==> src/design/sbcu_pkg.sv <==
// ----------------------------------------------------------------------------
// sbcu_pkg
// Command, fault and state codes and fixed field widths shared by the
// script branch and call unit.
// ----------------------------------------------------------------------------
package sbcu_pkg;

    localparam int RND_W  = 15;
    localparam int SPAN_W = 17;

    typedef enum logic [3:0] {
        CMD_JMP  = 4'd0,
        CMD_JGE  = 4'd1,
        CMD_JGT  = 4'd2,
        CMD_JEQ  = 4'd3,
        CMD_JNE  = 4'd4,
        CMD_BTW  = 4'd5,
        CMD_RJMP = 4'd6,
        CMD_CALL = 4'd7,
        CMD_RET  = 4'd8,
        CMD_SETR = 4'd9,
        CMD_SUB  = 4'd10
    } t_cmd;

    typedef enum logic [2:0] {
        F_OK        = 3'd0,
        F_OVERFLOW  = 3'd1,
        F_UNDERFLOW = 3'd2,
        F_SPAN      = 3'd3,
        F_HALTED    = 3'd4
    } t_fault;

    typedef enum logic [2:0] {
        S_IDLE,
        S_RD_AB,
        S_RD_C,
        S_EXEC,
        S_DIV,
        S_OUT
    } t_state;

endpackage

==> src/design/sbcu_rem.sv <==
// ----------------------------------------------------------------------------
// sbcu_rem
// Bit-serial restoring remainder unit: one dividend bit per cycle.
// ----------------------------------------------------------------------------
module sbcu_rem (
    input  logic                       i_clk,
    input  logic                       i_rst_n,
    input  logic                       i_start,
    input  logic [sbcu_pkg::RND_W-1:0]  i_dividend,
    input  logic [sbcu_pkg::SPAN_W-1:0] i_divisor,
    output logic                       o_done,
    output logic [sbcu_pkg::SPAN_W-1:0] o_remainder
);
    import sbcu_pkg::*;

    localparam int CW = $clog2(RND_W);

    logic              r_busy;
    logic              r_done;
    logic [CW-1:0]     r_cnt;
    logic [RND_W-1:0]  r_num;
    logic [SPAN_W-1:0] r_div;
    logic [SPAN_W-1:0] r_rem;
    logic [SPAN_W-1:0] n_shift;
    logic [SPAN_W-1:0] n_rem;

    always_comb begin
        n_shift = {r_rem[SPAN_W-2:0], r_num[RND_W-1]};
        n_rem   = (n_shift >= r_div) ? (n_shift - r_div) : n_shift;
    end

    always_ff @(posedge i_clk) begin
        if (!i_rst_n) begin
            r_busy <= 1'b0;
            r_done <= 1'b0;
            r_cnt  <= '0;
        end else begin
            r_done <= 1'b0;
            if (i_start) begin
                r_busy <= 1'b1;
                r_cnt  <= '0;
            end else if (r_busy) begin
                r_cnt <= r_cnt + 1'b1;
                if (r_cnt == CW'(RND_W - 1)) begin
                    r_busy <= 1'b0;
                    r_done <= 1'b1;
                end
            end
        end
    end

    always_ff @(posedge i_clk) begin
        if (i_start) begin
            r_num <= i_dividend;
            r_div <= i_divisor;
            r_rem <= '0;
        end else if (r_busy) begin
            r_num <= {r_num[RND_W-2:0], 1'b0};
            r_rem <= n_rem;
        end
    end

    assign o_done      = r_done;
    assign o_remainder = r_rem;

endmodule

==> config.mk <==
export PLATFORM = sky130hd
export DESIGN_NAME = sbcu_rem
export DESIGN_NICKNAME = d
export VERILOG_FILES = /design/src/design/sbcu_pkg.sv /design/src/design/sbcu_rem.sv
export SDC_FILE = /design/constraint.sdc
export NUM_CORES = 1
export LEC_CHECK = 0
export ABC_AREA = 0
export ABC_CLOCK_PERIOD_IN_PS = 3300
export BUFFER_PORTS_ARGS = -buffer_cell sky130_fd_sc_hd__buf_4
export CORE_UTILIZATION = 55
export DETAILED_ROUTE_END_ITERATION = 10
export PLACE_DENSITY = 0.86
export SLEW_MARGIN = 5
export SYNTH_ARGS = -nofsm -noshare
export SYNTH_HDL_FRONTEND = slang
export SYNTH_SLANG_ARGS = --single-unit
==> constraint.sdc <==
create_clock -name i_clk -period 3.3 [get_ports i_clk]
set_input_delay 0 -clock i_clk [delete_from_list [all_inputs] [get_ports i_clk]]
set_output_delay 0 -clock i_clk [all_outputs]
set_load 0.03 [all_outputs]
# After elaboration in Yosys (flattened, before gate mapping)
# Index checks and enable logic that the tools add are counted.
# classes
order_cmp,1
muxes,7
reduce_logical,3
n_addsub,2
bitwise_logic,2
n_eq_ne,1
# ops
cell,count
$mux 15,2
$ge 17x17->1,1
$mux 17,1
$sub 17x17->17,1
$add 4x1->4 const B,1
$eq 4x4->1 const B,1
$mux 1,4
$reduce_or 3->1,1
$not 1->1,2
$reduce_bool 2->1,1
$reduce_or 2->1,1
# totals
in_bits,35
regBits,55
elab_cells,22

# Longest topological paths before layout
# Gate-level depths: netlist (run 1).
# depth
ltp_word,4
ltp_mapped,11

# Worst setup path after synthesis (run 1)
# OpenSTA, ideal clock, no wires.
# synth_timing
kind,reg2reg
startpoint,reg r_rem[7] (netlist: o_remainder[7])
endpoint,reg r_rem[15] (netlist: o_remainder[15])
path_slack_ns,0.682
stages_incl_launch_ff,9
required_time_ns,3.175
arrival_time_ns,2.492
synth_period_minus_slack_ns,2.618
path_cell_list,dfxtp_1 ha_1 a21oi_1 o21ai_0 or4_1 o22ai_1 mux2_1 a311oi_1 o31ai_1
# synth_between
elab_chain_cells,2
elab_cells_between_ends,3
classes_between,add/sub: 1; order compare: 1; mux: 1
# synth_lines
item,line,source
"start, declared",sbcu_rem.sv:23,logic [SPAN_W-1:0] r_rem;
"start signal, assigned",sbcu_rem.sv:59,r_rem <= n_rem;
$sub 17x17->17 / $ge 17x17->1 (equally long branches),sbcu_rem.sv:29,n_rem = (n_shift >= r_div) ? (n_shift - r_div) : n_shift;
$mux 17 *,sbcu_rem.sv:29,
# Every way passes the cells marked *; elsewhere a longest branch is shown, timed or not.
# A chain may end at the register's enable or synchronous reset.

# Final worst setup path (run 1)
# layout_timing
startpoint,reg r_rem[11] (netlist: o_remainder[11])
endpoint,reg r_rem[1] (netlist: o_remainder[1])
# layout_between
elab_chain_cells,2
# layout_lines
item,line
$ge 17x17->1,sbcu_rem.sv:29
$mux 17,sbcu_rem.sv:29
# Every way passes these cells.

==> results of run 1 <==
==> flip-flops by register name, summed over array words and instances, names as in the netlist <==
| register | count |
|---|---|
| o_done | 1 |
| r_div | 17 |
| o_remainder | 17 |
| r_busy | 1 |
| r_num | 15 |
| r_cnt | 4 |
==> area by class of cell <==
cell class	count	area (sq um)	share of cell area [%]
clock inverters	3	23.77	0.5934
well taps	72	90.09	2.249
repair buffers	87	735.7	18.36
inverters	31	116.4	2.904
multi-input cells	207	1550	38.69
flip-flops and latches	55	1421	35.48
clock buffers	5	68.82	1.718
==> per-layer routing <==
metal  GRT usage (%)  up-vias  wire, um  part of all wire (%)
li1                -     1289         -                     -
met5               0        -         0                     0
met2           44.42       87      3632                    50
met4           9.811        0       191                   2.6
met1           30.91     1241      3027                    42
met3           5.059       21       412                   5.7
==> kinds of logic (layout without fill, tap and decap cells) <==
logic type | Yosys count | count (layout) | synth area share (%)
mux | 25 | 25 | 8.544
simple gates | 74 | 74 | 11.63
xor+xnor | 13 | 13 | 3.600
buf+inv | 44 | 126 | 6.052
compound gates | 75 | 75 | 17.09
fa+ha+maj | 20 | 20 | 8.149
flops | 55 | 55 | 44.94
==> layout by cell type (no fill, tap or decap), types with 2 or more instances in the layout <==
cell type | netlist | final
a21oi_1 | 14 | 14
ha_1 | 19 | 19
clkinvlp_4 | 0 | 2
or2_2 | 2 | 2
o22ai_1 | 3 | 3
mux2_2 | 15 | 15
and3_1 | 2 | 2
nand2_1 | 8 | 8
a31oi_1 | 4 | 4
nor2b_1 | 2 | 2
nand4_1 | 5 | 5
xnor2_1 | 10 | 10
a32oi_1 | 4 | 4
dlygate4sd3_1 | 0 | 33
edfxtp_1 | 32 | 32
nand2b_1 | 4 | 4
a21o_1 | 8 | 8
clkbuf_8 | 0 | 5
o31ai_1 | 5 | 5
dfxtp_1 | 23 | 23
o311ai_0 | 2 | 2
o21ai_0 | 7 | 7
a211oi_1 | 13 | 13
mux2i_1 | 9 | 9
nor2_1 | 27 | 27
xor2_1 | 3 | 3
buf_4 | 0 | 54
nor3_1 | 6 | 6
nand3_1 | 11 | 11
inv_1 | 31 | 31
==> stage by stage <==
stage | setup WS, ns | hold slack (ns)
floorplan | 0.6824 | 0.09887
global placement | 0.5865 | 0.1783
detailed placement | 0.5018 | 0.1797
CTS | 0.4783 | 0.2026
global route | 0.3109 | 0.2135
finish | 0.4829 | 0.1976
==> cells in the mapped netlist, drive strengths merged (2+ instances only) <==
master,n,area (sq um)
nor3,6,30.03
o21ai,9,48.79
nand2,8,30.03
nor2b,2,12.51
a31oi,5,37.53
o311ai,3,26.28
mux2i,9,90.09
clkbuf,6,22.52
a21o,8,60.06
xor2,3,26.28
mux2,16,180.2
inv,31,116.4
a32oi,4,35.03
ha,19,237.7
and3,2,12.51
or2,2,12.51
nand4,5,31.28
o31ai,5,37.54
a211oi,14,110.1
dfxtp,23,460.4
a21oi,15,78.83
o22ai,4,38.79
buf,7,52.54
nor2,27,101.4
nand3,11,55.05
xnor2,10,87.58
edfxtp,32,960.9
nand2b,4,25.02
==> final timing paths <==
kind | from | to | slack (ns)
setup / recovery | o_remainder[11]$_SDFFE_PP0P_ | o_remainder[1]$_SDFFE_PP0P_ | 0.48
hold / removal | i_start | r_div[14]$_DFFE_PP_ | 0.20
setup reg to reg | o_remainder[11]$_SDFFE_PP0P_ | o_remainder[1]$_SDFFE_PP0P_ | 0.48
hold reg to reg | r_cnt[2]$_SDFFE_PP0P_ | o_done$_SDFF_PP0_ | 0.52
==> power breakdown <==
group	leakage, uW	switching, uW	total (uW)	internal [uW]
logic	0.00120	237	442	205
clock network	0.0000408	243	395	152
registers	0.000506	33.2	817	784
total	0.00175	513	1650	1140
==> run summary, run 1 <==
RSZ-0062 raised after global routing: false
TritonCTS clock tree: done
CP bufs+invs: 1
Synthesized area per cell: 10.34 sq um
Cell variety after synth: 54
Post-route insts no fill: 460
Register area share after synthesis: 44.94%
Max Freq: 0.3550 GHz
CTS max path bufs: 2
Largest net degree at the start of global routing: 49
Skew final: 0.01486 ns
CP Max Fanout: 17
Total gr overflow: 0
# H-tree levels: 2
Initial antenna violation count: 0
Top_reg_cell synth: edfxtp_1
# IOs: 53
Area growth from synthesis to layout: 26.66%
CP max stage cell: ha_1
Crit path max-delay family: compound AO/OA/AOI/OAI gates
Via count: 2638
Final wirelength: 7264 um
WP data required: 3.48 ns
DP Area: 3583 sq um
Initial DRC count: 238
Worst setup EP type: flip-flop
Clock slew at reported path FFs: 0.11 ns
Power Total: 1654 uW
Routability cong.: 0.8595
Max-Cap Viols: 0
DP HPWL: 4710 um
Max_slew headroom: 61.41%
R2R depth: 9
Core box area: 5540 sq um
Filler instances: 380
Crit path DAT: 3.00 ns
# rows: 27
Max Transition Viols Final: 0
Hold depth: 1
# DRC: 0
IO buf count: 52
Initial Util: 57.09%
EDFF count, synth: 32
Die height: 77.84 um
Wire per inst: 15.79 um
DIE WIDTH: 77.84 um
Design area: 4006 sq um
Dpl cells: 419
Drt pass-1 iters: 4
Status: complete, no violations
Fin crit share: 85.37%
CP Launch Type: flip-flop
Least-Margin Pin Slew: 0.5781 ns
Max IR drop VDD: 0.0003617 V
Worst-Skew Late Latency: 0.32 ns
Synthesized Nets: 361
Number of inserted diodes: 0
Clock root buffer: clkbuf_8
Seq cells post-synth: 55
Final net count: 442
Cells after synthesis: 306
Clock Sink Count: 55
Setup bufs post-CTS: 0
Hold crit path type: input port to flip-flop
Cell count along the critical path: 9
Critical path class: flip-flop to flip-flop
LEAKAGE: 0.001746 uW
Area of the die: 6058 sq um
Cell breakdown of the critical path: ha_1, a21o_1, a31oi_2, o31ai_1, o31a_1, o22ai_4, buf_4, mux2i_1, a211oi_1
Post-Syn Area: 3163 sq um
P per Cell Area: 412.8 nW/um^2
Drt via density: 5.735
Fin. Hold Viols: 0
Syn. warnings: 0
Final Util: 72.31%
Setup_tns: 0 ns
Overall routing resource usage: 25.52%
Vias in the first global route: 2618
Antenna violation net count after detailed routing: 0
Fin crit period: 2.817 ns
Share of post-route cells with drive strength above 1: 21.91%
Final setup viols: 0
Total CTS buffers: 5
Async SR Flop Fraction: 0%
Hold buffers post-CTS: 33
# resized after CTS: 0
Crit path largest cell delay: 0.42 ns
Global-route wire length before repair: 12080 um
No activity file was read; power rests on OpenSTA's default activity.
==> inputs of run 2 (changes only) <==
==> constraint.sdc (replaced) <==
create_clock -name i_clk -period 3.3 [get_ports i_clk]
set_input_delay 0.66 -clock i_clk [delete_from_list [all_inputs] [get_ports i_clk]]
set_output_delay 0.66 -clock i_clk [all_outputs]
set_load 0.03 [all_outputs]
==> run summary, run 2 (synthesis gave the netlist of run 1 again) <==
Register area: 1421 sq um (unchanged)
Overall routing resource usage: 23.94% (-1.6 points)
Area of the die: 6058 sq um (unchanged)
Area growth from synthesis to layout: 16.61%
Max Transition Viols Final: 0 (unchanged)
Skew final: 0.01526 ns (+0.0003982 ns)
Filler instances: 427 (+12%)
DP HPWL: 4872 um (+3.5%)
Final setup viols: 0 (unchanged)
Global-route wire length before repair: 11320 um (-6.2%)
Post-route insts no fill: 428 (-7.0%)
CP Launch Type: flip-flop
Power Total: 1646 uW (-0.45%)
DIE WIDTH: 77.84 um (unchanged)
Largest net degree at the start of global routing: 26 (-47%)
Clock root buffer: clkbuf_8
Final Util: 66.58% (-5.7 points)
Worst-Skew Late Latency: 0.33 ns (about the same)
CP Max Fanout: 17 (unchanged)
Max_slew headroom: 63.62% (+2.2 points)
TritonCTS clock tree: done
Critical path class: flip-flop to flip-flop
Crit path max-delay family: compound AO/OA/AOI/OAI gates
Drt pass-1 iters: 4 (unchanged)
Multi-input gate area: 1550 sq um (unchanged)
P per Cell Area: 446.4 nW/um^2 (+8.1%)
Fin. Hold Viols: 0 (unchanged)
Max Freq: 0.3444 GHz (-3.0%)
Clock Sink Count: 55 (unchanged)
Total gr overflow: 0 (unchanged)
Die height: 77.84 um (unchanged)
Most common cell after layout, fill and taps aside: buf_4
Final net count: 410 (-7.2%)
Hold buffers post-CTS: 0 (-100%)
Clock slew at reported path FFs: 0.12 ns (about the same)
Total CTS buffers: 5 (unchanged)
WHS: 0.4983 ns (+0.3006 ns)
Cell breakdown of the critical path: ha_1, a21o_1, a31oi_2, o31ai_1, o31a_1, o22ai_4, buf_4, mux2i_1, a211oi_1
LEAKAGE: 0.001623 uW (-7.0%)
Setup bufs post-CTS: 0 (unchanged)
Vias in the first global route: 2461 (-6.0%)
Initial DRC count: 271 (+14%)
Fin crit share: 87.99% (+2.6 points)
IO buf count: 52 (unchanged)
Number of inserted diodes: 0 (unchanged)
Dpl cells: 420 (+0.24%)
Status: complete, no violations
R2R depth: 9 (unchanged)
Routability cong.: 0.8676 (+0.94%)
Hold depth: 1 (unchanged)
Antenna violation net count after detailed routing: 0 (unchanged)
# rows: 27 (unchanged)
Crit path largest cell delay: 0.43 ns (about the same)
CTS max path bufs: 2 (unchanged)
WP data required: 3.52 ns (+0.04 ns)
# DRC: 0 (unchanged)
CP bufs+invs: 1 (unchanged)
# resized after CTS: 0 (unchanged)
Most frequent cells in the layout: 55 x buf_4, 32 x edfxtp_1, 31 x inv_1, 27 x nor2_1, 23 x dfxtp_1
Cell count along the critical path: 9 (unchanged)
# H-tree levels: 2 (unchanged)
Final wirelength: 6769 um (-6.8%)
Worst setup EP type: flip-flop
Setup_tns: 0 ns (unchanged)
Max IR drop VDD: 0.0003415 V (-5.6%)
RSZ-0062 raised after global routing: false
# IOs: 53 (unchanged)
Drt via density: 5.886 (+2.6%)
Via count: 2519 (-4.5%)
Fin crit period: 2.904 ns (+0.08645 ns)
Core box area: 5540 sq um (unchanged)
Initial antenna violation count: 0 (unchanged)
Hold crit path type: input port to flip-flop
Wire per inst: 15.82 um (+0.15%)
CP max stage cell: ha_1
Least-Margin Pin Slew: 0.5451 ns (-0.03301 ns)
Crit path DAT: 3.12 ns (+0.12 ns)
Share of post-route cells with drive strength above 1: 24.16% (+2.3 points)
Initial Util: 57.09% (unchanged)
Max-Cap Viols: 0 (unchanged)
-- run 2: cell types whose count changed in the layout (fill, tap and decap cells not counted) --
cell	delta
clkinvlp_4	-2
buf_4	+1
inv_8	+1
dlygate4sd3_1	-33
inv_6	+1
-- run 2: worst paths after layout --
path                             endpoint                    startpoint  slack (ns)
min reg2reg  o_remainder[10]$_SDFFE_PP0P_   o_remainder[9]$_SDFFE_PP0P_        0.51
max reg2reg   o_remainder[9]$_SDFFE_PP0P_  o_remainder[11]$_SDFFE_PP0P_        0.40
max           o_remainder[9]$_SDFFE_PP0P_  o_remainder[11]$_SDFFE_PP0P_        0.40
min                   r_div[15]$_DFFE_PP_                 i_divisor[15]        0.50
-- run 2: final cells by class --
cell class	count	share of cell area [%]
Timing Repair Buffer	55	11.19
Sequential cell	55	38.53
Clock buffer	5	1.866
Clock inverter	3	0.7802
Tap cell	72	2.442
Multi-Input combinational cell	207	42.03
Inverter	31	3.155
-- run 2: stage by stage --
| step | area [sq um] | setup slack, ns |
|---|---|---|
| 6_report | 3689 | 0.3964 |
| 5_1_grt | 3689 | 0.2193 |
| 4_1_cts | 3689 | 0.4545 |
| 3_5_place_dp | 3591 | 0.5047 |
| 3_3_place_gp | 3591 | 0.5963 |
| 2_1_floorplan | 3163 | 0.6824 |
-- run 2: metal layers --
layer	up-vias	global-route usage [%]	part of all wire [%]
met3	14	5.647	5.9
li1	1224	-	-
met4	0	8.491	2.0
met5	-	0	0
met1	1189	28.68	42
met2	92	41.68	50
-- run 2: worst reg2reg max path: cells and delay by family, from the launching register on --
kind / cells / cell delay (ns)
compound gates: 6 / 1.60
mux: 1 / 0.10
fa+ha+maj: 1 / 0.43
buf+inv: 1 / 0.30
flops: 1 / 0.37
-- run 2: power breakdown --
group,internal (uW),switching (uW)
logic,180,233
registers,784,31.4
clock network,161,257
==> inputs of run 3 (changes only) <==
--- a/config.mk
+++ b/config.mk
@@ -8,10 +8,11 @@
 export ABC_AREA = 0
 export ABC_CLOCK_PERIOD_IN_PS = 3300
 export BUFFER_PORTS_ARGS = -buffer_cell sky130_fd_sc_hd__buf_4
-export CORE_UTILIZATION = 55
+export CELL_PAD_IN_SITES_DETAIL_PLACEMENT = 0
+export CELL_PAD_IN_SITES_GLOBAL_PLACEMENT = 1
+export CORE_UTILIZATION = 44
 export DETAILED_ROUTE_END_ITERATION = 10
-export PLACE_DENSITY = 0.86
-export SLEW_MARGIN = 5
+export PLACE_DENSITY = 0.88
 export SYNTH_ARGS = -nofsm -noshare
 export SYNTH_HDL_FRONTEND = slang
 export SYNTH_SLANG_ARGS = --single-unit
==> run summary, run 3 (synthesis gave the netlist of run 1 again) <==
WP data required: 3.48 ns (-0.04 ns)
Largest net degree at the start of global routing: 49 (+88%)
Least-Margin Pin Slew: 0.5767 ns (+0.03158 ns)
# IOs: 53 (unchanged)
CP bufs+invs: 1 (unchanged)
Fin crit period: 2.837 ns (-0.06636 ns)
Worst setup path end: o_remainder[3]$_SDFFE_PP0P_
Post-route insts no fill: 451 (+5.4%)
Reg-to-Reg End: o_remainder[3]$_SDFFE_PP0P_
Number of inserted diodes: 0 (unchanged)
Hold crit path type: flip-flop to flip-flop
Setup_tns: 0 ns (unchanged)
Max IR drop VDD: 0.0002726 V (-20%)
Initial DRC count: 179 (-34%)
Crit path largest cell delay: 0.43 ns (about the same)
Clock Sink Count: 55 (unchanged)
Drt via density: 5.506 (-6.5%)
Worst r2r src: o_remainder[11]$_SDFFE_PP0P_
Status: complete, no violations
Core box area: 6869 sq um (+24%)
R2r setup slk: 0.46 ns (+0.07 ns)
Area growth from synthesis to layout: 17.48%
IO buf count: 52 (unchanged)
CP max stage cell: ha_1
Routability cong.: 0.8503 (-2.0%)
Hold buffers post-CTS: 0 (unchanged)
Final setup viols: 0 (unchanged)
Antenna violation net count after detailed routing: 0 (unchanged)
Setup bufs post-CTS: 0 (unchanged)
P per Cell Area: 436.9 nW/um^2 (-2.1%)
CP Max Fanout: 17 (unchanged)
Dpl cells: 443 (+5.5%)
Area of the die: 7532 sq um (+24%)
Final wirelength: 6541 um (-3.4%)
CP Launch Type: flip-flop
Max Freq: 0.3525 GHz (+2.3%)
LEAKAGE: 0.001618 uW (-0.27%)
TritonCTS clock tree: done
Crit path max-delay family: compound AO/OA/AOI/OAI gates
Critical path class: flip-flop to flip-flop
Share of post-route cells with drive strength above 1: 23.94% (-0.21 points)
Max-Cap Viols: 0 (unchanged)
Final net count: 409 (-0.24%)
CTS max path bufs: 2 (unchanged)
Worst-Skew Late Latency: 0.31 ns (-0.02 ns)
Worst setup EP type: flip-flop
DP HPWL: 4821 um (-1.1%)
Hold_sp: o_remainder[16]$_SDFFE_PP0P_
# H-tree levels: 2 (unchanged)
Skew final: 0.01197 ns (-0.003290 ns)
Global-route wire length before repair: 10870 um (-4.0%)
DIE WIDTH: 86.79 um (+11%)
Max_slew headroom: 61.56% (-2.1 points)
Initial Util: 46.05% (-11 points)
Die height: 86.79 um (+11%)
CP Launch Point: o_remainder[11]$_SDFFE_PP0P_
Drt pass-1 iters: 4 (unchanged)
Final Util: 54.10% (-12 points)
Clock root buffer: clkbuf_8
Overall routing resource usage: 18.56% (-5.4 points)
Vias in the first global route: 2341 (-4.9%)
Filler instances: 616 (+44%)
Most common cell after layout, fill and taps aside: buf_4
R2R depth: 9 (unchanged)
Fin. Hold Viols: 0 (unchanged)
# resized after CTS: 0 (unchanged)
Cell count along the critical path: 9 (unchanged)
Total CTS buffers: 5 (unchanged)
Most frequent cells in the layout: 54 x buf_4, 32 x edfxtp_1, 31 x inv_1, 27 x nor2_1, 23 x dfxtp_1
# rows: 30 (+11%)
Total gr overflow: 0 (unchanged)
Wire per inst: 14.50 um (-8.3%)
Cell breakdown of the critical path: ha_1, a21o_1, a31oi_2, o31ai_1, o31a_1, o22ai_4, buf_4, mux2i_1, a211oi_1
# DRC: 0 (unchanged)
Max Transition Viols Final: 0 (unchanged)
Clock slew at reported path FFs: 0.11 ns (about the same)
RSZ-0062 raised after global routing: false
Crit path DAT: 3.02 ns (-0.10 ns)
Initial antenna violation count: 0 (unchanged)
Fin crit share: 85.98% (-2.0 points)
Via count: 2483 (-1.4%)
-- run 3: cell types whose count changed in the layout (fill, tap and decap cells not counted), sizes merged --
| cell | change |
|---|---|
| buf | -1 |
| inv | -2 |
| clkinv | +2 |
-- run 3: where the power goes --
group | leakage (uW) | internal (uW) | switching [uW]
clock network | 0.0000515 | 160 | 240
logic | 0.00106 | 180 | 233
registers | 0.000506 | 784 | 27.3
-- run 3: cell type report --
cell class                 count  area [sq um]  area share (%)
inverter                      31         116.4           3.131
multi-input combinational    207          1550           41.72
tap                           96         120.1           3.232
timing repair buffer          54         405.4           10.91
clock buffer                   5         68.82           1.852
sequential                    55          1421           38.25
clock inverter                 3         33.78          0.9091
-- run 3: worst min path at each step --
stage	end	slack, ns	cells after the start
after global placement	o_remainder[16]$_SDFFE_PP0P_	0.47	2
after global routing	r_div[3]$_DFFE_PP_	0.50	1
final	o_remainder[16]$_SDFFE_PP0P_	0.52	2
after floorplan	r_cnt[3]$_SDFFE_PP0P_	0.48	2
after detailed placement	o_remainder[16]$_SDFFE_PP0P_	0.50	2
after CTS	r_div[3]$_DFFE_PP_	0.51	1
-- run 3: through the flow --
stage	instance area, sq um	setup WS [ns]	total power, uW	hold slack, ns
after global routing	3716	0.2974	1718	0.4989
after floorplan	3163	0.6824	1121	0.4799
after CTS	3716	0.4641	1640	0.5079
after global placement	3613	0.5317	1229	0.4744
final	3716	0.4628	1624	0.5153
after detailed placement	3613	0.4891	1237	0.5034
-- run 3: per-layer routing --
metal / up-vias / routed length (um) / track usage, %
li1: 1222 / - / -
met3: 12 / 289 / 2.952
met1: 1181 / 3050 / 24.67
met5: - / 0 / 0
met2: 68 / 3088 / 30.85
met4: 0 / 112 / 6.061
-- run 3: tightest hold or removal path: stages (launching register included) --
cell and delay [ns]:
dfxtp_1 0.35, a32oi_1 0.05, o21ai_0 0.08
